--- src/rtl/hhc_pkg.sv ---
// Shared constants and types for the high-pass, hold and crush audio effect.
package hhc_pkg;

  localparam int SAMPLE_BITS_DEF = 16;
  localparam int FRAC_BITS_DEF   = 16;
  localparam int COEF_BITS       = 16;
  localparam int CFG_DATA_BITS   = COEF_BITS + 1;
  localparam int HOLD_BITS       = 8;
  localparam int CRUSH_REG_BITS  = 5;
  localparam int CFG_INDEX_BITS  = 2;

  typedef enum logic [CFG_INDEX_BITS-1:0] {
    REG_ENABLE      = 2'd0,
    REG_HP_COEF     = 2'd1,
    REG_HOLD_FACTOR = 2'd2,
    REG_CRUSH_BITS  = 2'd3
  } cfg_reg_t;

endpackage

--- src/rtl/highpass_hold_crush_effect.sv ---
// An accepted sample passes the input, filter and hold/crush registers to the master side.
// Throughput: one sample per cycle while m_tready holds; the filter feedback closes in
// the filter stage (split coefficient multiply), hold and crush sit in the following stage.
// Three registered stages (input, filter, hold/crush) each advance when the next one frees.
// Reset (rst, synchronous): config to enable 0, hp_coef 0, hold_factor 1, crush_bits 0;
// filter and hold state cleared to zero; all stages empty.
module highpass_hold_crush_effect
  import hhc_pkg::*;
#(
  parameter int SAMPLE_BITS = SAMPLE_BITS_DEF,
  parameter int FRAC_BITS   = FRAC_BITS_DEF
) (
  input  logic                                 clk,
  input  logic                                 rst,
  input  logic                                 s_tvalid,
  output logic                                 s_tready,
  input  logic [((SAMPLE_BITS+7)/8)*8-1:0]     s_tdata,   // sample
  output logic                                 m_tvalid,
  input  logic                                 m_tready,
  output logic [((SAMPLE_BITS+2+7)/8)*8-1:0]   m_tdata,   // processed
  input  logic                                 cfg_valid,
  output logic                                 cfg_ready,
  input  logic [CFG_INDEX_BITS-1:0]            cfg_index,
  input  logic [CFG_DATA_BITS-1:0]             cfg_data
);

  localparam int O      = SAMPLE_BITS + 2;
  localparam int Y      = SAMPLE_BITS + 2 + FRAC_BITS;
  localparam int HI_W   = Y + 1 - COEF_BITS;
  localparam int PH_W   = HI_W + COEF_BITS + 2;
  localparam int LO_W   = 2 * COEF_BITS + 2;
  localparam int OUT_TW = ((O + 7) / 8) * 8;
  localparam int KW     = $clog2(SAMPLE_BITS + FRAC_BITS + 1);
  localparam int CW     = $clog2(SAMPLE_BITS + 1);

  // configuration
  logic                      enable;
  logic [CFG_DATA_BITS-1:0]  hp_coef;
  logic [HOLD_BITS-1:0]      hold_factor;
  logic [CRUSH_REG_BITS-1:0] crush_bits;

  // effect state
  logic signed [SAMPLE_BITS-1:0] prev_input;
  logic signed [Y-1:0]           prev_filtered;
  logic [HOLD_BITS-1:0]          hold_count;
  logic signed [O-1:0]           held_value;

  // pipeline registers
  logic                          in_valid;
  logic signed [SAMPLE_BITS-1:0] in_x;
  logic                          mid_valid;
  logic signed [Y-1:0]           mid_v;
  logic                          out_valid;
  logic signed [O-1:0]           out_value;

  logic ready_out, ready_mid, ready_in;
  logic mid_load, out_load;

  logic [CFG_DATA_BITS-1:0] a_eff;
  logic [CW-1:0]            c_eff;
  logic [KW-1:0]            k;
  logic                     filt_on, hold_on, crush_on, bypass;

  logic signed [SAMPLE_BITS:0] diff;
  logic signed [Y:0]           sum;
  logic signed [HI_W-1:0]      hi;
  logic [COEF_BITS-1:0]        lo;
  logic signed [PH_W-1:0]      prod_hi;
  logic [LO_W-1:0]             lo_sum;
  logic signed [PH_W-1:0]      y_full;
  logic signed [Y-1:0]         y_sat;
  logic signed [Y-1:0]         v_filt;

  logic signed [O-1:0]   v_int;
  logic signed [O-1:0]   held_next;
  logic [HOLD_BITS-1:0]  hold_count_next;
  logic signed [Y-1:0]   v_hold;
  logic signed [Y:0]     v_ext;
  logic signed [Y:0]     v_round;
  logic [Y:0]            crush_mask;
  logic signed [Y:0]     v_crush;
  logic signed [O:0]     q;
  logic signed [O-1:0]   processed_next;

  assign cfg_ready = 1'b1;

  always_ff @(posedge clk) begin
    if (rst) begin
      enable      <= 1'b0;
      hp_coef     <= '0;
      hold_factor <= HOLD_BITS'(1);
      crush_bits  <= '0;
    end else if (cfg_valid) begin
      case (cfg_reg_t'(cfg_index))
        REG_ENABLE:      enable      <= cfg_data[0];
        REG_HP_COEF:     hp_coef     <= cfg_data;
        REG_HOLD_FACTOR: hold_factor <= cfg_data[HOLD_BITS-1:0];
        REG_CRUSH_BITS:  crush_bits  <= cfg_data[CRUSH_REG_BITS-1:0];
        default: ;
      endcase
    end
  end

  // stage control
  assign ready_out = !out_valid || m_tready;
  assign ready_mid = !mid_valid || ready_out;
  assign ready_in  = !in_valid || ready_mid;
  assign s_tready  = ready_in;
  assign mid_load  = in_valid && ready_mid;
  assign out_load  = mid_valid && ready_out;

  assign m_tvalid = out_valid;
  assign m_tdata  = OUT_TW'($unsigned(out_value));

  // effective settings
  always_comb begin
    a_eff    = (hp_coef > CFG_DATA_BITS'(1 << COEF_BITS)) ? CFG_DATA_BITS'(1 << COEF_BITS)
                                                          : hp_coef;
    c_eff    = (crush_bits > CRUSH_REG_BITS'(SAMPLE_BITS)) ? CW'(SAMPLE_BITS)
                                                           : CW'(crush_bits);
    k        = KW'(SAMPLE_BITS + FRAC_BITS) - KW'(c_eff);
    bypass   = !enable || (a_eff == '0 && hold_factor <= HOLD_BITS'(1) && c_eff == '0);
    filt_on  = !bypass && (a_eff != '0);
    hold_on  = !bypass && (hold_factor > HOLD_BITS'(1));
    crush_on = !bypass && (c_eff != '0);
  end

  // filter stage
  always_comb begin
    diff    = {in_x[SAMPLE_BITS-1], in_x} - {prev_input[SAMPLE_BITS-1], prev_input};
    sum     = {prev_filtered[Y-1], prev_filtered} + ((Y+1)'(diff) <<< FRAC_BITS);
    hi      = sum[Y:COEF_BITS];
    lo      = sum[COEF_BITS-1:0];
    prod_hi = PH_W'($signed({1'b0, a_eff})) * PH_W'(hi);
    lo_sum  = LO_W'(a_eff) * LO_W'(lo) + LO_W'(1 << (COEF_BITS - 1));
    y_full  = prod_hi + PH_W'($signed({1'b0, lo_sum[LO_W-1:COEF_BITS]}));
    if (y_full[PH_W-1:Y-1] != {(PH_W-Y+1){y_full[PH_W-1]}}) begin
      y_sat = y_full[PH_W-1] ? {1'b1, {(Y-1){1'b0}}} : {1'b0, {(Y-1){1'b1}}};
    end else begin
      y_sat = y_full[Y-1:0];
    end
    v_filt = filt_on ? y_sat : (Y'(in_x) <<< FRAC_BITS);
  end

  // hold and crush stage
  always_comb begin
    v_int = mid_v[Y-1:FRAC_BITS] + O'(mid_v[Y-1] && (|mid_v[FRAC_BITS-1:0]));
    held_next = (hold_count == '0) ? v_int : held_value;
    hold_count_next = ((HOLD_BITS+1)'(hold_count) + (HOLD_BITS+1)'(1) >=
                       (HOLD_BITS+1)'(hold_factor)) ? '0 : hold_count + HOLD_BITS'(1);
    v_hold = hold_on ? {held_next, {FRAC_BITS{1'b0}}} : mid_v;
    v_ext = {v_hold[Y-1], v_hold};
    v_round = v_ext + ((Y+1)'(1) << (k - KW'(1)));
    crush_mask = {(Y+1){1'b1}} << k;
    v_crush = crush_on ? (v_round & crush_mask) : v_ext;
    q = v_crush[Y:FRAC_BITS] + (O+1)'(v_crush[Y] && (|v_crush[FRAC_BITS-1:0]));
    if (q[O] != q[O-1]) begin
      processed_next = q[O] ? {1'b1, {(O-1){1'b0}}} : {1'b0, {(O-1){1'b1}}};
    end else begin
      processed_next = q[O-1:0];
    end
  end

  // control and state registers
  always_ff @(posedge clk) begin
    if (rst) begin
      in_valid      <= 1'b0;
      mid_valid     <= 1'b0;
      out_valid     <= 1'b0;
      prev_input    <= '0;
      prev_filtered <= '0;
      hold_count    <= '0;
      held_value    <= '0;
    end else begin
      if (ready_in) begin
        in_valid <= s_tvalid;
      end
      if (ready_mid) begin
        mid_valid <= in_valid;
      end
      if (ready_out) begin
        out_valid <= mid_valid;
      end
      if (mid_load && filt_on) begin
        prev_input    <= in_x;
        prev_filtered <= y_sat;
      end
      if (out_load && hold_on) begin
        held_value <= held_next;
        hold_count <= hold_count_next;
      end
    end
  end

  // payload registers
  always_ff @(posedge clk) begin
    if (ready_in && s_tvalid) begin
      in_x <= s_tdata[SAMPLE_BITS-1:0];
    end
    if (mid_load) begin
      mid_v <= v_filt;
    end
    if (out_load) begin
      out_value <= processed_next;
    end
  end

endmodule

--- config.mk ---
export PLATFORM = sky130hd
export DESIGN_NAME = highpass_hold_crush_effect
export DESIGN_NICKNAME = d
export VERILOG_FILES = /design/src/rtl/hhc_pkg.sv /design/src/rtl/highpass_hold_crush_effect.sv
export SDC_FILE = /design/constraint.sdc
export NUM_CORES = 2
export LEC_CHECK = 0
export ABC_AREA = 1
export ABC_CLOCK_PERIOD_IN_PS = 15300
export BUFFER_PORTS_ARGS = -buffer_cell sky130_fd_sc_hd__buf_2
export CAP_MARGIN = 20
export CORE_MARGIN = 2
export CORE_UTILIZATION = 60
export CTS_BUF_LIST = sky130_fd_sc_hd__clkbuf_8
export CTS_CLUSTER_SIZE = 12
export DETAILED_ROUTE_END_ITERATION = 6
export HOLD_SLACK_MARGIN = 0.15
export MAX_ROUTING_LAYER = met4
export PLACE_DENSITY = 0.74
export SYNTH_ARGS = -nofsm -noshare
export SYNTH_HDL_FRONTEND = slang
export SYNTH_SLANG_ARGS = --single-unit
--- constraint.sdc ---
create_clock -name clk -period 15.3 [get_ports clk]
set_input_delay 3.825 -clock clk [delete_from_list [all_inputs] [get_ports clk]]
set_output_delay 3.825 -clock clk [all_outputs]
set_load 0.005 [all_outputs]
==> metrics.txt <==
# TYPE chip_impl_metric gauge
chip_impl_info{name="run_status",value="completed"} 1
chip_impl_metric{name="route.detailed.drc",unit=""} 0
chip_impl_metric{name="syn-instance-count",unit=""} 4856
chip_impl_metric{name="power.clock.fraction",unit="%"} 13.2
chip_impl_metric{name="synth_async_sr_flop_share",unit="%"} 0
chip_impl_metric{name="worst_clock_skew",unit="ns"} 0.02190
chip_impl_metric{name="min_delay_path_depth",unit=""} 2
chip_impl_metric{name="internal_power",unit="mW"} 1.190
chip_impl_metric{name="final_hold_viol_count",unit=""} 0
chip_impl_metric{name="average_vias_per_placed_instance",unit=""} 5.550
chip_impl_metric{name="synth.avg_cell_area",unit="sq um"} 7.382
chip_impl_metric{name="area_growth_syn_to_layout",unit="%"} 3.822
chip_impl_metric{name="grt_max_degree",unit=""} 94
chip_impl_metric{name="total_power",unit="mW"} 2.567
chip_impl_metric{name="clock_sinks",unit=""} 178
chip_impl_info{name="most_repeated_cell_in_the_gate_level_netlist_after_synthesis",value="inv_1"} 1
chip_impl_info{name="holdPathEnd",value="prev_input[8]"} 1
chip_impl_info{name="root_buffer",value="clkbuf_8"} 1
chip_impl_info{name="timing.critical_path.to_type",value="flip-flop"} 1
chip_impl_metric{name="placed_cells",unit=""} 5584
chip_impl_metric{name="pwr_density_cell",unit="mW/mm^2"} 68.97
chip_impl_metric{name="final_net_count",unit=""} 5741
chip_impl_metric{name="start_util",unit="%"} 60.74
chip_impl_metric{name="fmaxAchievable",unit="MHz"} 77.19
chip_impl_info{name="synthTopCellsByCount",value="inv_1, nand2_1, fa_1, nor2_1, ha_1"} 1
chip_impl_metric{name="r2r_setup_slack",unit="ns"} 2.35
chip_impl_metric{name="cts.hold.buffers_added",unit=""} 0
chip_impl_metric{name="power_leakage",unit="nW"} 18.96
chip_impl_metric{name="stdcell_area",unit="sq mm"} 0.03722
chip_impl_metric{name="cts-root-to-sink-buffers",unit=""} 2
chip_impl_metric{name="final-max-slew-violation-count",unit=""} 0
chip_impl_metric{name="crit_fanout",unit=""} 25
chip_impl_metric{name="relative_contribution_of_combinational_cells_to_total_power",unit="%"} 65.9
chip_impl_metric{name="power_switching_share",unit="%"} 53.64
chip_impl_metric{name="place_ws",unit="ns"} 2.603
chip_impl_info{name="largest_area_contributor_in_the_synthesized_netlist",value="fa_1"} 1
chip_impl_info{name="critPathMostFrequentCell",value="fa_1"} 1
chip_impl_metric{name="slowest_delay",unit="ns"} 0.56
chip_impl_info{name="start_to_end_type_of_the_worst_setup_path",value="reg -> reg"} 1
chip_impl_metric{name="drt-initial-drc-count",unit=""} 2415
chip_impl_info{name="post_synth_main_area_contributors",value="fa_1, ha_1, inv_1"} 1
chip_impl_info{name="crit_slowest_cell",value="fa_1"} 1
chip_impl_metric{name="synth_edf_count",unit=""} 68
chip_impl_metric{name="power.switching",unit="mW"} 1.377
chip_impl_metric{name="grt.total_usage",unit="%"} 35.90
chip_impl_metric{name="io-pin-count",unit=""} 67
chip_impl_metric{name="die_w",unit="microns"} 248.4
chip_impl_metric{name="tightestPinTransition",unit="ns"} 1.029
chip_impl_metric{name="crit_arrival",unit="ns"} 13.19
chip_impl_info{name="cts_tree",value="yes"} 1
chip_impl_metric{name="synth_seq_area_share",unit="%"} 11.84
chip_impl_metric{name="die-area",unit="sq mm"} 0.06172
chip_impl_info{name="maxUsedRoutingLayer",value="met4"} 1
chip_impl_metric{name="final_util",unit="%"} 63.06
chip_impl_metric{name="depth_of_the_cts_h_tree",unit=""} 4
chip_impl_metric{name="yosysUniqueCellTypes",unit=""} 57
chip_impl_metric{name="grt_antenna_before_repair",unit=""} 4
chip_impl_metric{name="footprint_of_the_multi_input_gates",unit="sq mm"} 0.02692
chip_impl_metric{name="numPortBuffers",unit=""} 59
chip_impl_metric{name="met2WireLength",unit="microns"} 49390
chip_impl_metric{name="design.core.area",unit="sq mm"} 0.05902
chip_impl_metric{name="final.hold.worst_slack",unit="ns"} 0.4678
chip_impl_metric{name="instances_no_fill",unit=""} 5620
chip_impl_metric{name="cts_made_buffers",unit=""} 17
chip_impl_metric{name="max_slew_headroom",unit="%"} 31.40
chip_impl_info{name="class_of_the_tightest_hold_or_removal_check",value="reg -> reg"} 1
chip_impl_info{name="grt_setup_unrepaired",value="false"} 1
chip_impl_metric{name="sequential_cell_area",unit="sq mm"} 0.004244
chip_impl_metric{name="firstDrtPassIters",unit=""} 6
chip_impl_metric{name="chipHeight",unit="microns"} 248.4
chip_impl_metric{name="post-cts-setup-buffer-count",unit=""} 0
chip_impl_metric{name="min_period_over_period",unit="%"} 84.67
chip_impl_metric{name="vdd_drop_max",unit="mV"} 0.1008
chip_impl_metric{name="post_synth_instance_area",unit="sq mm"} 0.03585
chip_impl_metric{name="routabilityCongestion",unit=""} 1.013
chip_impl_metric{name="yosys_warnings",unit=""} 0
chip_impl_metric{name="met3RoutedLength",unit="microns"} 7986
chip_impl_metric{name="routed_wire_length_per_instance",unit="microns"} 18.85
chip_impl_metric{name="row_count",unit=""} 89
chip_impl_metric{name="cp_data_required_time",unit="ns"} 15.53
chip_impl_metric{name="dpl.hpwl",unit="microns"} 88180
chip_impl_metric{name="clkTransAtPathRegs",unit="ns"} 0.11
chip_impl_metric{name="p_seq_share",unit="%"} 20.9
chip_impl_metric{name="num_vias",unit=""} 31192
chip_impl_metric{name="grt.overflow.total",unit=""} 0
chip_impl_metric{name="final.min_clock_period",unit="ns"} 12.95
chip_impl_metric{name="layout-drive-gt1-share",unit="%"} 4.687
chip_impl_metric{name="synth_top_cell_area_share",unit="%"} 30.83
chip_impl_info{name="hp-start",value="prev_input[8]"} 1
chip_impl_metric{name="met1Wirelength",unit="microns"} 43150
chip_impl_metric{name="drt.antenna.violating_nets",unit=""} 0
chip_impl_info{name="synth-main-ff-cell",value="dfxtp_1"} 1
chip_impl_metric{name="cap_violations",unit=""} 0
chip_impl_metric{name="r2r_cells",unit=""} 47
chip_impl_info{name="worst_setup_path_start_kind",value="flip-flop"} 1
chip_impl_metric{name="totalNegativeSetupSlack",unit="ns"} 0
chip_impl_metric{name="fillCellCount",unit=""} 5531
chip_impl_metric{name="clkLatencyLatePin",unit="ns"} 0.50
chip_impl_metric{name="wire_length_of_the_first_global_routing_pass",unit="microns"} 169200
chip_impl_metric{name="slack_of_the_critical_path",unit="ns"} 2.345
chip_impl_metric{name="total_cell_area_at_the_placement_stage",unit="sq mm"} 0.03680
chip_impl_metric{name="yosys_register_bits",unit=""} 178
chip_impl_metric{name="number_of_gates_given_a_new_drive_strength_after_cts",unit=""} 0
chip_impl_metric{name="final-setup-viol-count",unit=""} 0
chip_impl_metric{name="number_of_global_route_vias_before_repair",unit=""} 31596
chip_impl_info{name="rr_endpoint",value="mid_v[16]"} 1
chip_impl_info{name="worstReg2RegStart",value="hp_coef[15]"} 1
chip_impl_metric{name="wirelength",unit="microns"} 105900
-- placed cells by master (no fill, tap or decap), types with 28 or more instances in the layout --
cell,n
nor2_1,549
a21oi_1,257
o21ai_1,28
buf_2,59
nand2_1,1042
edfxtp_1,68
ha_1,319
xor2_1,68
nor3_1,29
nand3_1,152
nand4_1,33
inv_1,1062
dfxtp_1,110
buf_4,39
o21ai_0,159
xnor2_1,33
fa_1,552
-- layer usage --
metal,track usage (%),vias to the layer above
met4,15.16,0
met2,57.57,1202
met1,45.79,15013
li1,-,14664
met5,-,-
met3,5.046,313
-- worst max-delay path by stage --
stage / from / to / slack (ns) / depth (start not counted)
final: hp_coef[15] / mid_v[16] / 2.35 / 47
after global routing: hp_coef[15] / mid_v[16] / 1.67 / 47
after CTS: hp_coef[15] / mid_v[16] / 2.57 / 47
after detailed placement: hp_coef[15] / mid_v[16] / 2.60 / 47
after global placement: hp_coef[15] / mid_v[16] / 2.89 / 46
after floorplan: hp_coef[15] / mid_v[30] / 4.71 / 48
-- registers in the layout, indices dropped and copies added (netlist names), 5 cells and up --
register and flops:
mid_v 34, prev_filtered 34, held_value 18, out_value 18, hp_coef 17, in_x 16
prev_input 16, hold_count 8, hold_factor 8, crush_bits 5
-- power by group through the flow --
stage	Combinational [mW]	Sequential, mW	Clock [mW]
finish	1.69	0.537	0.338
global route	1.87	0.539	0.358
CTS	1.67	0.537	0.340
detailed placement	1.66	0.547	0
global placement	1.64	0.547	0
floorplan	1.18	0.538	0
-- area by class of cell --
| type | instances | share of cell area [%] |
|---|---|---|
| sequential | 178 | 11.40 |
| antenna | 4 | 0.02689 |
| timing repair buffer | 98 | 1.580 |
| inverter | 1088 | 10.97 |
| tap | 773 | 2.599 |
| clock buffer | 17 | 0.6287 |
| multi-input combinational | 3447 | 72.33 |
| clock inverter | 15 | 0.4572 |
-- kinds of logic (layout without fill, tap and decap cells) --
group / Yosys count / count (layout) / synth area share, %
flops: 178 / 178 / 11.84
simple gates: 1913 / 1913 / 21.92
compound gates: 554 / 554 / 8.544
xor+xnor: 102 / 102 / 2.492
buf+inv: 1236 / 1218 / 13.23
fa+ha+maj: 871 / 871 / 41.96
other cells: 2 / 11 / 0.02095
-- critical path, delay by kind of cell, from the launching register on --
kind                     cells  cell delay (ns)
AO/OA/AOI/OAI                6             1.46
XOR/XNOR                     1             0.14
adder cells (fa/ha/maj)     12             5.64
buffers and inverters       12             2.00
flip-flops                   1             0.31
AND/OR/NAND/NOR             16             3.09
Note: power is estimated with default switching activity, not from simulation.
